$ cat config.mk
export PLATFORM = sky130hd
export DESIGN_NAME = escalating_failure_lockout_core_flat
export DESIGN_NICKNAME = d
export VERILOG_FILES = /design/src/hw/rtl/efl_pkg.sv /design/src/hw/rtl/efl_in_if.sv /design/src/hw/rtl/efl_out_if.sv /design/src/hw/rtl/efl_cfg.sv /design/src/hw/rtl/efl_update.sv /design/src/hw/rtl/efl_report.sv /design/src/hw/rtl/escalating_failure_lockout_core.sv /design/src/flat_wrapper.sv
export SDC_FILE = /design/constraint.sdc
export NUM_CORES = 1
export LEC_CHECK = 0
export BUFFER_PORTS_ARGS = -buffer_cell sky130_fd_sc_hd__clkbuf_2
export CORE_MARGIN = 3
export CORE_UTILIZATION = 55
export CTS_CLUSTER_DIAMETER = 100
export DETAILED_ROUTE_END_ITERATION = 10
export GPL_TIMING_DRIVEN = 0
export PLACE_DENSITY = 0.81
export SYNTH_ARGS = -nofsm -noshare
export SYNTH_HDL_FRONTEND = slang
export SYNTH_SLANG_ARGS = --single-unit
$ cat constraint.sdc
create_clock -name clk_i -period 9.4 [get_ports clk_i]
set_input_delay 0.47 -clock clk_i [delete_from_list [all_inputs] [get_ports clk_i]]
set_output_delay 0.47 -clock clk_i [all_outputs]
set_load 0.1 [all_outputs]
$ cat src/hw/rtl/efl_pkg.sv
// ----------------------------------------------------------------------------
// Escalating failure lockout package
// Shared widths, codes, reset values and types for the lockout core.
// ----------------------------------------------------------------------------
package efl_pkg;

  localparam int unsigned KindW   = 2;
  localparam int unsigned CodeW   = 8;
  localparam int unsigned ByteW   = 8;
  localparam int unsigned CountW  = 16;
  localparam int unsigned MsW     = 24;
  localparam int unsigned SecW    = 15;
  localparam int unsigned CfgIdxW = 3;
  localparam int unsigned CfgW    = 24;

  localparam int unsigned StepCountDef = 5;
  localparam int unsigned StepMax      = 5;

  // Reciprocal of 1000 scaled by 2**34; exact floor for any 24-bit dividend.
  localparam int unsigned RecipW     = 25;
  localparam int unsigned RecipShift = 34;
  localparam logic [RecipW-1:0] Recip1000 = 25'd17179870;

  localparam logic [CfgIdxW-1:0] CFG_FAIL_THRESHOLD = 3'd0;
  localparam logic [CfgIdxW-1:0] CFG_LOCK_MS_STEP0  = 3'd1;
  localparam logic [CfgIdxW-1:0] CFG_TIMEOUT_CODE   = 3'd6;

  localparam logic [CodeW-1:0] FailThresholdRst = 8'd5;
  localparam logic [CodeW-1:0] TimeoutCodeRst   = 8'd8;
  localparam logic [MsW-1:0]   LockMsRst [StepMax] = '{
    24'd5000, 24'd15000, 24'd60000, 24'd300000, 24'd900000
  };

  localparam logic [CodeW-1:0] MatchCodeLo = 8'd1;
  localparam logic [CodeW-1:0] MatchCodeHi = 8'd3;

  typedef enum logic [KindW-1:0] {
    KIND_TICK    = 2'd0,
    KIND_REPLY   = 2'd1,
    KIND_RESTORE = 2'd2
  } kind_e;

  typedef enum logic [2:0] {
    VERDICT_NONE    = 3'd0,
    VERDICT_MATCH   = 3'd1,
    VERDICT_TIMEOUT = 3'd2,
    VERDICT_FAIL    = 3'd3,
    VERDICT_LOCKED  = 3'd4
  } verdict_e;

  typedef struct packed {
    logic [CodeW-1:0] fail_limit;
    logic [CodeW-1:0] timeout_code;
  } cfg_t;

  typedef struct packed {
    logic [KindW-1:0]  kind;
    logic [CodeW-1:0]  reply_code;
    logic [ByteW-1:0]  id_high;
    logic [ByteW-1:0]  id_low;
    logic [CountW-1:0] restore_count;
  } item_t;

  typedef struct packed {
    verdict_e          verdict;
    logic [CountW-1:0] user_id;
    logic              locked;
    logic [MsW-1:0]    remaining_ms;
    logic [CountW-1:0] failure_total;
    logic              persist_request;
  } mid_t;

  typedef struct packed {
    verdict_e          verdict;
    logic [CountW-1:0] user_id;
    logic              locked;
    logic [SecW-1:0]   secs_left;
    logic [CountW-1:0] failure_total;
    logic              persist_request;
  } res_t;

endpackage

$ cat src/hw/rtl/efl_in_if.sv
// ----------------------------------------------------------------------------
// Lockout input channel
// Valid/ready channel carrying one tick, matcher reply or count restore.
// ----------------------------------------------------------------------------
interface efl_in_if;
  logic        valid;
  logic        ready;
  logic [1:0]  kind;
  logic [7:0]  reply_code;
  logic [7:0]  id_high;
  logic [7:0]  id_low;
  logic [15:0] restore_count;

  modport source (output valid, kind, reply_code, id_high, id_low, restore_count,
                  input ready);
  modport sink   (input valid, kind, reply_code, id_high, id_low, restore_count,
                  output ready);
endinterface

$ cat src/hw/rtl/efl_out_if.sv
// ----------------------------------------------------------------------------
// Lockout result channel
// Valid/ready channel carrying the verdict and lock status of one item.
// ----------------------------------------------------------------------------
interface efl_out_if;
  logic        valid;
  logic        ready;
  logic [2:0]  verdict;
  logic [15:0] user_id;
  logic        locked;
  logic [14:0] secs_left;
  logic [15:0] failure_total;
  logic        persist_request;

  modport source (output valid, verdict, user_id, locked, secs_left, failure_total,
                  persist_request, input ready);
  modport sink   (input valid, verdict, user_id, locked, secs_left, failure_total,
                  persist_request, output ready);
endinterface

$ cat src/hw/rtl/efl_cfg.sv
// ----------------------------------------------------------------------------
// Lockout configuration registers
// Holds the threshold, the timeout code and the lock duration table.
// ----------------------------------------------------------------------------
module efl_cfg
  import efl_pkg::*;
#(
  parameter int unsigned STEP_COUNT = StepCountDef
) (
  input  logic               clk_i,
  input  logic               rst_ni,
  input  logic               cfg_we_i,
  input  logic [CfgIdxW-1:0] cfg_idx_i,
  input  logic [CfgW-1:0]    cfg_wdata_i,
  output cfg_t               cfg_o,
  output logic [MsW-1:0]     lock_ms_o [STEP_COUNT]
);

  cfg_t           cfg_q;
  logic [MsW-1:0] lock_ms_q [STEP_COUNT];

  always_ff @(posedge clk_i or negedge rst_ni) begin
    if (!rst_ni) begin
      cfg_q.fail_limit   <= FailThresholdRst;
      cfg_q.timeout_code <= TimeoutCodeRst;
    end else if (cfg_we_i) begin
      if (cfg_idx_i == CFG_FAIL_THRESHOLD) begin
        cfg_q.fail_limit <= cfg_wdata_i[CodeW-1:0];
      end
      if (cfg_idx_i == CFG_TIMEOUT_CODE) begin
        cfg_q.timeout_code <= cfg_wdata_i[CodeW-1:0];
      end
    end
  end

  for (genvar g = 0; g < STEP_COUNT; g++) begin : g_step
    always_ff @(posedge clk_i or negedge rst_ni) begin
      if (!rst_ni) begin
        lock_ms_q[g] <= LockMsRst[g];
      end else if (cfg_we_i && (cfg_idx_i == CfgIdxW'(CFG_LOCK_MS_STEP0 + g))) begin
        lock_ms_q[g] <= cfg_wdata_i[MsW-1:0];
      end
    end
  end

  assign cfg_o     = cfg_q;
  assign lock_ms_o = lock_ms_q;

endmodule

$ cat src/hw/rtl/efl_update.sv
// ----------------------------------------------------------------------------
// Lockout state update stage
// Registers the input item and applies it to the failure count and lock state.
// ----------------------------------------------------------------------------
module efl_update
  import efl_pkg::*;
#(
  parameter int unsigned STEP_COUNT = StepCountDef
) (
  input  logic           clk_i,
  input  logic           rst_ni,
  efl_in_if.sink         item_i,
  input  cfg_t           cfg_i,
  input  logic [MsW-1:0] lock_ms_i [STEP_COUNT],
  output logic           mid_valid_o,
  input  logic           mid_ready_i,
  output mid_t           mid_o
);

  localparam int unsigned StepIdxW = (STEP_COUNT > 1) ? $clog2(STEP_COUNT) : 1;
  localparam logic [StepIdxW-1:0] LastStep = StepIdxW'(STEP_COUNT - 1);

  logic              in_valid_q;
  item_t             in_q;
  logic              mid_valid_q;
  mid_t              mid_q;
  logic [CountW-1:0] count_q, count_d;
  logic [MsW-1:0]    rem_q, rem_d;
  logic              lock_q, lock_d;

  logic              en_mid, en_in;
  logic [CountW-1:0] count_inc, arm_cnt, excess;
  logic [StepIdxW-1:0] step_idx;
  logic [MsW-1:0]    dur, rem_dec;
  logic              arm_lock;
  logic [MsW-1:0]    arm_rem;
  verdict_e          verdict;
  logic [CountW-1:0] user_id;
  logic              persist;

  assign en_mid       = !mid_valid_q || mid_ready_i;
  assign en_in        = !in_valid_q || en_mid;
  assign item_i.ready = en_in;

  always_comb begin
    count_inc = (count_q == '1) ? count_q : count_q + CountW'(1);
    arm_cnt   = (in_q.kind == KIND_RESTORE) ? in_q.restore_count : count_inc;
    excess    = arm_cnt - CountW'(cfg_i.fail_limit);
    step_idx  = (excess > CountW'(LastStep)) ? LastStep : excess[StepIdxW-1:0];
    dur       = lock_ms_i[step_idx];
    if (arm_cnt < CountW'(cfg_i.fail_limit) || dur == '0) begin
      arm_lock = 1'b0;
      arm_rem  = '0;
    end else begin
      arm_lock = 1'b1;
      arm_rem  = dur;
    end
    rem_dec = (rem_q == '0) ? rem_q : rem_q - MsW'(1);
  end

  always_comb begin
    count_d = count_q;
    rem_d   = rem_q;
    lock_d  = lock_q;
    verdict = VERDICT_NONE;
    user_id = '0;
    persist = 1'b0;
    case (in_q.kind)
      KIND_TICK: begin
        if (lock_q) begin
          rem_d = rem_dec;
          if (rem_dec == '0) begin
            lock_d = 1'b0;
          end
        end
      end
      KIND_REPLY: begin
        if (lock_q) begin
          verdict = VERDICT_LOCKED;
        end else if (in_q.reply_code inside {[MatchCodeLo:MatchCodeHi]}) begin
          verdict = VERDICT_MATCH;
          user_id = {in_q.id_high, in_q.id_low};
          count_d = '0;
          lock_d  = 1'b0;
          rem_d   = '0;
          persist = 1'b1;
        end else if (in_q.reply_code == cfg_i.timeout_code) begin
          verdict = VERDICT_TIMEOUT;
        end else begin
          verdict = VERDICT_FAIL;
          count_d = count_inc;
          lock_d  = arm_lock;
          rem_d   = arm_rem;
          persist = 1'b1;
        end
      end
      KIND_RESTORE: begin
        count_d = in_q.restore_count;
        lock_d  = arm_lock;
        rem_d   = arm_rem;
      end
      default: begin
      end
    endcase
  end

  always_ff @(posedge clk_i or negedge rst_ni) begin
    if (!rst_ni) begin
      in_valid_q  <= 1'b0;
      mid_valid_q <= 1'b0;
      count_q     <= '0;
      rem_q       <= '0;
      lock_q      <= 1'b0;
    end else begin
      if (en_in) begin
        in_valid_q <= item_i.valid;
      end
      if (en_mid) begin
        mid_valid_q <= in_valid_q;
        if (in_valid_q) begin
          count_q <= count_d;
          rem_q   <= rem_d;
          lock_q  <= lock_d;
        end
      end
    end
  end

  always_ff @(posedge clk_i) begin
    if (en_in && item_i.valid) begin
      in_q.kind          <= item_i.kind;
      in_q.reply_code    <= item_i.reply_code;
      in_q.id_high       <= item_i.id_high;
      in_q.id_low        <= item_i.id_low;
      in_q.restore_count <= item_i.restore_count;
    end
    if (en_mid && in_valid_q) begin
      mid_q.verdict         <= verdict;
      mid_q.user_id         <= user_id;
      mid_q.locked          <= lock_d;
      mid_q.remaining_ms    <= rem_d;
      mid_q.failure_total   <= count_d;
      mid_q.persist_request <= persist;
    end
  end

  assign mid_valid_o = mid_valid_q;
  assign mid_o       = mid_q;

endmodule

$ cat src/hw/rtl/efl_report.sv
// ----------------------------------------------------------------------------
// Lockout result stage
// Converts remaining milliseconds to seconds and holds the result transaction.
// ----------------------------------------------------------------------------
module efl_report
  import efl_pkg::*;
(
  input  logic    clk_i,
  input  logic    rst_ni,
  input  logic    mid_valid_i,
  output logic    mid_ready_o,
  input  mid_t    mid_i,
  efl_out_if.source result_o
);

  localparam int unsigned MulW = MsW + RecipW;

  logic            out_valid_q;
  res_t            res_q;
  logic            en_out;
  logic [MulW-1:0] prod;
  logic [SecW-1:0] secs;

  assign en_out      = !out_valid_q || result_o.ready;
  assign mid_ready_o = en_out;

  assign prod = MulW'(mid_i.remaining_ms) * MulW'(Recip1000);
  assign secs = mid_i.locked ? SecW'(prod >> RecipShift) + SecW'(1) : '0;

  always_ff @(posedge clk_i or negedge rst_ni) begin
    if (!rst_ni) begin
      out_valid_q <= 1'b0;
    end else if (en_out) begin
      out_valid_q <= mid_valid_i;
    end
  end

  always_ff @(posedge clk_i) begin
    if (en_out && mid_valid_i) begin
      res_q.verdict         <= mid_i.verdict;
      res_q.user_id         <= mid_i.user_id;
      res_q.locked          <= mid_i.locked;
      res_q.secs_left       <= secs;
      res_q.failure_total   <= mid_i.failure_total;
      res_q.persist_request <= mid_i.persist_request;
    end
  end

  assign result_o.valid           = out_valid_q;
  assign result_o.verdict         = res_q.verdict;
  assign result_o.user_id         = res_q.user_id;
  assign result_o.locked          = res_q.locked;
  assign result_o.secs_left       = res_q.secs_left;
  assign result_o.failure_total   = res_q.failure_total;
  assign result_o.persist_request = res_q.persist_request;

endmodule

$ cat src/hw/rtl/escalating_failure_lockout_core.sv
// ----------------------------------------------------------------------------
// Escalating failure lockout core
// Brute-force guard that counts failed matches and times escalating lockouts.
// ----------------------------------------------------------------------------
// The item_i channel takes one transaction per millisecond tick, matcher
// reply or restore of a saved failure count; every accepted transaction
// yields exactly one transaction on result_o, in order.
// A transaction passes an input register, the state update register and a
// result register. One transaction is taken in every cycle while result_o
// is not stalled; the state update is combinational on the input register,
// so consecutive items never wait on each other.
// The seconds figure is formed by a reciprocal multiply in the last stage.
// Each stage refills as soon as its successor has room, so the block keeps
// accepting while a result waits; when result_o stalls with all three
// stages full, item_i.ready drops until the receiver takes a result.
// Reset clears the failure count, the lock and all stage valids, and loads
// the default threshold, timeout code and duration table. The user must write
// the cfg port only while no transaction is in flight (not enforced here).
// ----------------------------------------------------------------------------
module escalating_failure_lockout_core
  import efl_pkg::*;
#(
  parameter int unsigned STEP_COUNT = StepCountDef
) (
  input  logic               clk_i,
  input  logic               rst_ni,
  efl_in_if.sink             item_i,
  efl_out_if.source          result_o,
  input  logic               cfg_we_i,
  input  logic [CfgIdxW-1:0] cfg_idx_i,
  input  logic [CfgW-1:0]    cfg_wdata_i
);

  cfg_t           cfg;
  logic [MsW-1:0] lock_ms [STEP_COUNT];
  logic           mid_valid;
  logic           mid_ready;
  mid_t           mid;

  efl_cfg #(
    .STEP_COUNT (STEP_COUNT)
  ) u_cfg (
    .clk_i       (clk_i),
    .rst_ni      (rst_ni),
    .cfg_we_i    (cfg_we_i),
    .cfg_idx_i   (cfg_idx_i),
    .cfg_wdata_i (cfg_wdata_i),
    .cfg_o       (cfg),
    .lock_ms_o   (lock_ms)
  );

  efl_update #(
    .STEP_COUNT (STEP_COUNT)
  ) u_update (
    .clk_i       (clk_i),
    .rst_ni      (rst_ni),
    .item_i      (item_i),
    .cfg_i       (cfg),
    .lock_ms_i   (lock_ms),
    .mid_valid_o (mid_valid),
    .mid_ready_i (mid_ready),
    .mid_o       (mid)
  );

  efl_report u_report (
    .clk_i       (clk_i),
    .rst_ni      (rst_ni),
    .mid_valid_i (mid_valid),
    .mid_ready_o (mid_ready),
    .mid_i       (mid),
    .result_o    (result_o)
  );

endmodule

$ cat src/flat_wrapper.sv
// flat-port wrapper written by rule: the top's interface ports become plain ports
module escalating_failure_lockout_core_flat import efl_pkg::*;
#(
  parameter int unsigned STEP_COUNT = StepCountDef
)
  (clk_i, rst_ni, cfg_we_i, cfg_idx_i, cfg_wdata_i, item_i_valid, item_i_kind, item_i_reply_code, item_i_id_high, item_i_id_low, item_i_restore_count, item_i_ready, result_o_valid, result_o_verdict, result_o_user_id, result_o_locked, result_o_secs_left, result_o_failure_total, result_o_persist_request, result_o_ready);
  efl_in_if item_i_i ();
  efl_out_if result_o_i ();
  input  logic clk_i;
  input  logic rst_ni;
  input  logic cfg_we_i;
  input  logic [CfgIdxW-1:0] cfg_idx_i;
  input  logic [CfgW-1:0] cfg_wdata_i;
  input wire logic [$bits(item_i_i.valid)-1:0] item_i_valid;
  input wire logic [$bits(item_i_i.kind)-1:0] item_i_kind;
  input wire logic [$bits(item_i_i.reply_code)-1:0] item_i_reply_code;
  input wire logic [$bits(item_i_i.id_high)-1:0] item_i_id_high;
  input wire logic [$bits(item_i_i.id_low)-1:0] item_i_id_low;
  input wire logic [$bits(item_i_i.restore_count)-1:0] item_i_restore_count;
  output wire logic [$bits(item_i_i.ready)-1:0] item_i_ready;
  output wire logic [$bits(result_o_i.valid)-1:0] result_o_valid;
  output wire logic [$bits(result_o_i.verdict)-1:0] result_o_verdict;
  output wire logic [$bits(result_o_i.user_id)-1:0] result_o_user_id;
  output wire logic [$bits(result_o_i.locked)-1:0] result_o_locked;
  output wire logic [$bits(result_o_i.secs_left)-1:0] result_o_secs_left;
  output wire logic [$bits(result_o_i.failure_total)-1:0] result_o_failure_total;
  output wire logic [$bits(result_o_i.persist_request)-1:0] result_o_persist_request;
  input wire logic [$bits(result_o_i.ready)-1:0] result_o_ready;
  assign item_i_i.valid = item_i_valid;
  assign item_i_i.kind = item_i_kind;
  assign item_i_i.reply_code = item_i_reply_code;
  assign item_i_i.id_high = item_i_id_high;
  assign item_i_i.id_low = item_i_id_low;
  assign item_i_i.restore_count = item_i_restore_count;
  assign item_i_ready = item_i_i.ready;
  assign result_o_valid = result_o_i.valid;
  assign result_o_verdict = result_o_i.verdict;
  assign result_o_user_id = result_o_i.user_id;
  assign result_o_locked = result_o_i.locked;
  assign result_o_secs_left = result_o_i.secs_left;
  assign result_o_failure_total = result_o_i.failure_total;
  assign result_o_persist_request = result_o_i.persist_request;
  assign result_o_i.ready = result_o_ready;
  escalating_failure_lockout_core #(.STEP_COUNT(STEP_COUNT)) u_core (.clk_i(clk_i), .rst_ni(rst_ni), .item_i(item_i_i), .result_o(result_o_i), .cfg_we_i(cfg_we_i), .cfg_idx_i(cfg_idx_i), .cfg_wdata_i(cfg_wdata_i));
endmodule
==> impl_metrics.py, run 1 <==
metrics = {
    "outcome": {
        "status": "finished, final reports clean",
    },
    "place": {
        "place_hpwl_mm": 49.8,
        "io_buffers": 125,
        "gp_congestion": 0.985,
    },
    "clocking": {
        "clockBufferDepth": 3,
        "path_clk_slew_ps": 60,
        "cts-resized-gates": 0,
        "cts_tree": "done",
        "cts.sinks": 333,
        "cts_made_buffers": 36,
        "clock_latency_ps": 560,
        "h-tree-depth": 2,
        "root_buffer": "clkbuf_16",
    },
    "synth": {
        "synth.most_common_cell": "inv_1",
        "syn_area_um2": 25600,
        "netlist.area_leader.share_pct": 18.0,
        "ys_top_cells_by_area": "edfxtp_1 (18%), fa_1 (14%), dfrtp_1 (14%)",
        "synthCells": 2327,
        "synth_warnings": 0,
        "async_flop_share_pct": 54.1,
        "synth_common_cells": "inv_1 (341), ha_1 (271), fa_1 (176)",
        "synth.avg_cell_area_um2": 11.0,
        "ys_seq_area_share_pct": 35.7,
        "synth_fp_nets": 2848,
        "synth-main-ff-cell": "edfxtp_1",
        "synth_cell_types": 89,
        "ys_seq_elements": 333,
        "synth_edf_count": 153,
        "synth_top_cell_by_area": "edfxtp_1",
    },
    "routing": {
        "first_pass_iters": 6,
        "vias_per_cell": 6.02,
        "vias": 18800,
        "avgRoutedWirePerCell_um": 21.1,
        "postRouteAntennaNets": 0,
        "wirelength_mm": 65.9,
        "drc": 0,
        "first_iter_violations": 1639,
    },
    "global_routing": {
        "grt_max_degree": 108,
        "grt_use_total_pct": 26.9,
        "first_global_vias": 19800,
        "grt-ovfl-total": 0,
        "grt_pass1_wl_mm": 106,
        "antenna_found_initial": 1,
    },
    "layout": {
        "drive_gt1_share_pct": 17.6,
        "antenna_cells": 0,
        "area_growth_pct": 10.4,
        "fillers": 3564,
        "fin_nets": 3015,
    },
    "sta": {
        "drv_slew": 0,
        "fin_crit_ps": 8470,
        "rsz0062_at_grt": "false",
        "setup-tns-final_ps": 0,
        "finClkSkew_ps": 29.6,
        "relSlewSlack_pct": 6.22,
        "timing.final.crit_share_pct": 90.1,
        "hold_viol_final": 0,
        "fmax_mhz": 118,
        "tightest_slew_ps": 1400,
        "setup_violations": 0,
    },
    "setup_path": {
        "cp-end-kind": "register",
        "cp.arrival_ps": 8740,
        "crit_fanout": 11,
        "critPathRequiredTime_ps": 9670,
        "setup.worst_path.class": "register to register",
        "setup.worst_path.start_class": "register",
    },
    "floorplan": {
        "core-area_um2": 45700,
        "core.rowCount": 78,
        "start_util_pct": 56.0,
        "die_x_um": 222,
        "die_height_um": 222,
        "dieArea_um2": 49200,
        "io_pins": 128,
    },
    "hold_path": {
        "hp-class": "input port to register",
    },
    "job": {
        "max_cap_viol_count": 0,
    },
}
logic make-up (layout without fill, tap and decap cells):
family / after synthesis / after routing / share of synthesized area [%]
buffers and inverters: 434 / 629 / 6.58
multiplexers: 191 / 191 / 8.81
flip-flops: 333 / 333 / 35.7
AO/OA/AOI/OAI: 393 / 393 / 10.4
XOR/XNOR: 49 / 49 / 1.68
adder cells (fa/ha/maj): 447 / 447 / 27.0
AND/OR/NAND/NOR: 480 / 480 / 9.75
per-layer routing:
| layer | track usage, % | up-vias | wire length (um) |
|---|---|---|---|
| met5 | 0 | - | 13 |
| met4 | 12.3 | 2 | 3330 |
| met3 | 4.26 | 204 | 3730 |
| met2 | 46.3 | 687 | 32700 |
| met1 | 33.4 | 9403 | 26200 |
| li1 | - | 8493 | - |
timing repair:
item	4_1_cts	5_1_grt
buffers inserted	0	0
hold buffers	1	0
endpoints found under the hold margin	40	0
state kept, by name, indices dropped and copies added, names as in the netlist, 3 cells and up:
register,flops
u_core.u_update.in_q,42
u_core.u_cfg.lock_ms_o,120
u_core.u_update.mid_o,60
u_core.u_report.result_o.failure_total,16
u_core.u_update.count_q,16
u_core.u_cfg.cfg_o,16
u_core.u_report.result_o.secs_left,15
u_core.u_report.result_o.user_id,16
u_core.u_update.rem_q,24
u_core.u_report.result_o.verdict,3
worst paths after layout:
kind / startpoint / endpoint / slack (ps) / depth (start not counted)
max reg2reg: u_core.u_update.mid_o[33] / u_core.u_report.result_o.secs_left[13] / 930 / 20
min reg2reg: u_core.u_update.mid_o[7] / u_core.u_report.result_o.failure_total[6] / 410 / 0
max in group asynchronous: rst_ni / u_core.u_cfg.lock_ms_o[85] / 7920 / 3
max: u_core.u_update.mid_o[33] / u_core.u_report.result_o.secs_left[13] / 930 / 20
min in group asynchronous: rst_ni / u_core.u_update.count_q[2] / 530 / 2
min: item_i_reply_code[0] / u_core.u_update.in_q[32] / 100 / 1
layout by cell type, fill, tap and decap left out, drive strengths merged, types with 19 or more instances in the layout:
master,count
xor2,23
nor4,21
dfrtp,139
a22o,19
edfxtp,153
mux2,155
nand3,31
dfstp,41
fa,176
nor2,78
buf,24
o21ai,117
mux2i,24
clkbuf,244
nand4,24
a31oi,21
nand2,155
o211ai,20
nor3,49
xnor2,26
inv,345
a21oi,63
a21o,22
ha,271
and2,25
area by class of cell:
type	count	area [um^2]	share of cell area, %
Timing Repair Buffer	129	712	2.52
Multi-Input combinational cell	1560	14800	52.3
Inverter	344	1290	4.57
Buffer	90	397	1.40
Sequential cell	333	9150	32.4
Tap cell	600	751	2.66
Clock inverter	16	194	0.686
Clock buffer	50	995	3.52
metrics by stage:
stage / hold slack [ps] / instance area, um^2 / worst slack, ps / std cells / util (%)
after floorplan: 174 / 25600 / 2380 / 2327 / -
after global placement: 401 / 27000 / 1170 / 3052 / 59.1
after detailed placement: 405 / 27100 / 1050 / 3055 / 59.2
after CTS: 78.4 / 28300 / 972 / 3122 / 61.9
after global routing: 84.5 / 28300 / 318 / 3122 / 61.9
final: 97.1 / 28300 / 933 / 3122 / 61.9
critical path: stages, from the launching register on:
cell,delay (ps)
edfxtp_1,860
fa_1,570
fa_1,470
ha_1,330
fa_1,510
inv_1,50
fa_1,480
inv_1,70
fa_1,530
fa_1,510
ha_1,410
nand4_1,170
o41ai_1,910
o21ai_0,220
nand4b_1,150
nand3_1,170
nor4b_1,750
nand4b_1,370
o31ai_1,370
a211oi_1,160
mux2i_1,140
Power of run 1 is left out: the tool's default activity adds up to more than one toggle a clock period on the data nets, which glitch-free logic cannot reach.
==> run 2: changes to the inputs <==
--- a/config.mk
+++ b/config.mk
@@ -5,6 +5,7 @@
 export SDC_FILE = /design/constraint.sdc
 export NUM_CORES = 1
 export LEC_CHECK = 0
+export ABC_AREA = 1
 export BUFFER_PORTS_ARGS = -buffer_cell sky130_fd_sc_hd__clkbuf_2
 export CORE_MARGIN = 3
 export CORE_UTILIZATION = 55
==> run 2 against run 1 <==
Utilization is 0.48 points lower. Synthesized area up 4.2%. Critical path type unchanged. Final cell count rose by 26%. Highest routed layer is now met4. Register-to-register slack better by 900 ps.
==> impl_metrics.py, run 2 <==
metrics = {
    "synth": {
        "synth.avg_cell_area_um2": 8.59,
        "async_flop_share_pct": 54.1,
        "synth_cell_types": 53,
        "netlist.area_leader.share_pct": 17.2,
        "synth_fp_nets": 3628,
        "synthCells": 3107,
        "ys_top_cells_by_area": "edfxtp_1 (17%), fa_1 (13%), dfrtp_1 (13%)",
        "ys_seq_elements": 333,
        "ys_seq_area_share_pct": 34.3,
        "synth_warnings": 0,
        "synth_top_cell_by_area": "edfxtp_1",
        "synth-main-ff-cell": "edfxtp_1",
        "synth.most_common_cell": "nand2_1",
        "synth_edf_count": 153,
        "synth_common_cells": "nand2_1 (650), inv_1 (552), ha_1 (271)",
        "syn_area_um2": 26700,
    },
    "floorplan": {
        "core-area_um2": 47800,
        "start_util_pct": 55.8,
        "die_height_um": 226,
        "core.rowCount": 80,
        "dieArea_um2": 51200,
        "die_x_um": 226,
        "io_pins": 128,
    },
    "clocking": {
        "clockBufferDepth": 3,
        "cts_made_buffers": 37,
        "cts_tree": "done",
        "cts-resized-gates": 0,
        "cts.sinks": 333,
        "root_buffer": "clkbuf_16",
        "path_clk_slew_ps": 60,
        "h-tree-depth": 2,
        "clock_latency_ps": 550,
    },
    "job": {
        "max_cap_viol_count": 0,
    },
    "sta": {
        "fin_crit_ps": 7570,
        "setup_violations": 0,
        "drv_slew": 0,
        "rsz0062_at_grt": "false",
        "relSlewSlack_pct": 38.4,
        "fmax_mhz": 132,
        "hold_viol_final": 0,
        "tightest_slew_ps": 924,
        "timing.final.crit_share_pct": 80.5,
        "finClkSkew_ps": 19.1,
        "setup-tns-final_ps": 0,
    },
    "setup_path": {
        "cp_top_family": "adder cells",
        "cp.arrival_ps": 7860,
        "setup.worst_path.class": "register to register",
        "cpMostUsedCell": "fa_1",
        "crit_buf_inv": 4,
        "critPathRequiredTime_ps": 9700,
        "cp_slowest_stage_delay_ps": 840,
        "setup.worst_path.start_class": "register",
        "cpMaxStageDelayCell": "edfxtp_1",
        "cp-end-kind": "register",
        "crit_fanout": 11,
    },
    "routing": {
        "wirelength_mm": 70.6,
        "postRouteAntennaNets": 0,
        "first_iter_violations": 2055,
        "vias": 22400,
        "vias_per_cell": 5.70,
        "avgRoutedWirePerCell_um": 18.0,
        "drc": 0,
        "first_pass_iters": 5,
    },
    "layout": {
        "drive_gt1_share_pct": 9.44,
        "fin_nets": 3798,
        "final-seq-area_um2": 9150,
        "antenna_cells": 0,
        "most-common-layout-cells": "nand2_1 (650), inv_1 (551), ha_1 (271)",
        "fillers": 4013,
        "largest_register_ffs": 120,
        "layout_commonest_cell": "nand2_1",
        "stdcell_count": 3920,
        "multi_input_area_um2": 15000,
        "area_growth_pct": 10.1,
    },
    "place": {
        "dp.cells": 3852,
        "gp_congestion": 1.03,
        "place_hpwl_mm": 53.0,
        "io_buffers": 127,
    },
    "global_routing": {
        "grt_pass1_wl_mm": 114,
        "grt_use_total_pct": 28.1,
        "grt-ovfl-total": 0,
        "antenna_found_initial": 0,
        "first_global_vias": 22200,
        "grt_max_degree": 96,
    },
    "outcome": {
        "status": "finished, final reports clean",
    },
    "hold_path": {
        "hp-class": "input port to register",
    },
}
run 2: cell count changes after synthesis, moves of 25 or more:
cell,before,now
nor3_1,45,16
nand2_1,154,650
inv_1,341,552
nand3_1,29,132
nor2_1,78,196
o21ai_0,113,252
mux2_2,155,0
a21oi_1,63,139
and2_1,25,0
nand4_1,21,53
run 2: area by class of cell:
| type | count | area share, % |
|---|---|---|
| Buffer | 103 | 1.59 |
| Clock buffer | 53 | 3.49 |
| Clock inverter | 14 | 0.545 |
| Inverter | 558 | 7.13 |
| Multi-Input combinational cell | 2113 | 51.0 |
| Sequential cell | 333 | 31.2 |
| Tap cell | 615 | 2.62 |
| Timing Repair Buffer | 131 | 2.46 |
run 2: worst reg2reg max path: cells and delay by family (launching register included):
family          cells  cell delay, ps
simple gates        7            1020
buf+inv             4             240
flops               1             840
fa+ha+maj           8            3660
xor+xnor            1             250
compound gates      8            1340
run 2: repair_timing:
item                      4_1_cts  5_1_grt
buffers inserted                0        0
hold buffers                    0        1
hold endpoints to repair        0        2
run 2: routing by layer:
layer,wire length (um),vias up,global-route usage [%]
met5,0,-,0
met4,3210,0,13.2
met1,28600,10600,36.6
met2,33900,1006,46.7
li1,-,10500,-
met3,4860,238,4.02
run 2: cell families (layout without fill, tap and decap cells):
kind of cell	count (synthesis)	in the layout	synth area share, %
AND/OR/NAND/NOR	1114	1114	18.1
buffers and inverters	661	859	9.60
flip-flops	333	333	34.3
XOR/XNOR	38	38	1.25
adder cells (fa/ha/maj)	447	447	25.9
AO/OA/AOI/OAI	514	514	10.8
run 2: worst paths after layout:
kind,start,end,slack (ps),cells after the start
min in group asynchronous,rst_ni,u_core.u_update.count_q[2],510,2
setup reg to reg,u_core.u_update.mid_o[34],u_core.u_report.result_o.secs_left[12],1830,28
max in group asynchronous,rst_ni,u_core.u_cfg.lock_ms_o[85],7830,3
hold reg to reg,u_core.u_update.mid_o[13],u_core.u_report.result_o.failure_total[12],410,0
hold / removal,item_i_id_low[6],u_core.u_update.in_q[22],90,1
setup / recovery,u_core.u_update.mid_o[34],u_core.u_report.result_o.secs_left[12],1830,28
run 2: metrics by stage:
| stage | utilization, % | setup WS (ps) | hold slack [ps] | cell area, um^2 |
|---|---|---|---|---|
| final | 61.4 | 1830 | 94.7 | 29400 |
| after detailed placement | 58.9 | 1940 | 405 | 28200 |
| after floorplan | - | 2870 | 174 | 26700 |
| after CTS | 61.4 | 1880 | 15.9 | 29400 |
| after global routing | 61.4 | 1250 | 83.7 | 29400 |
| after global placement | 58.7 | 2040 | 401 | 28100 |
Power of run 2 is left out for the same reason.
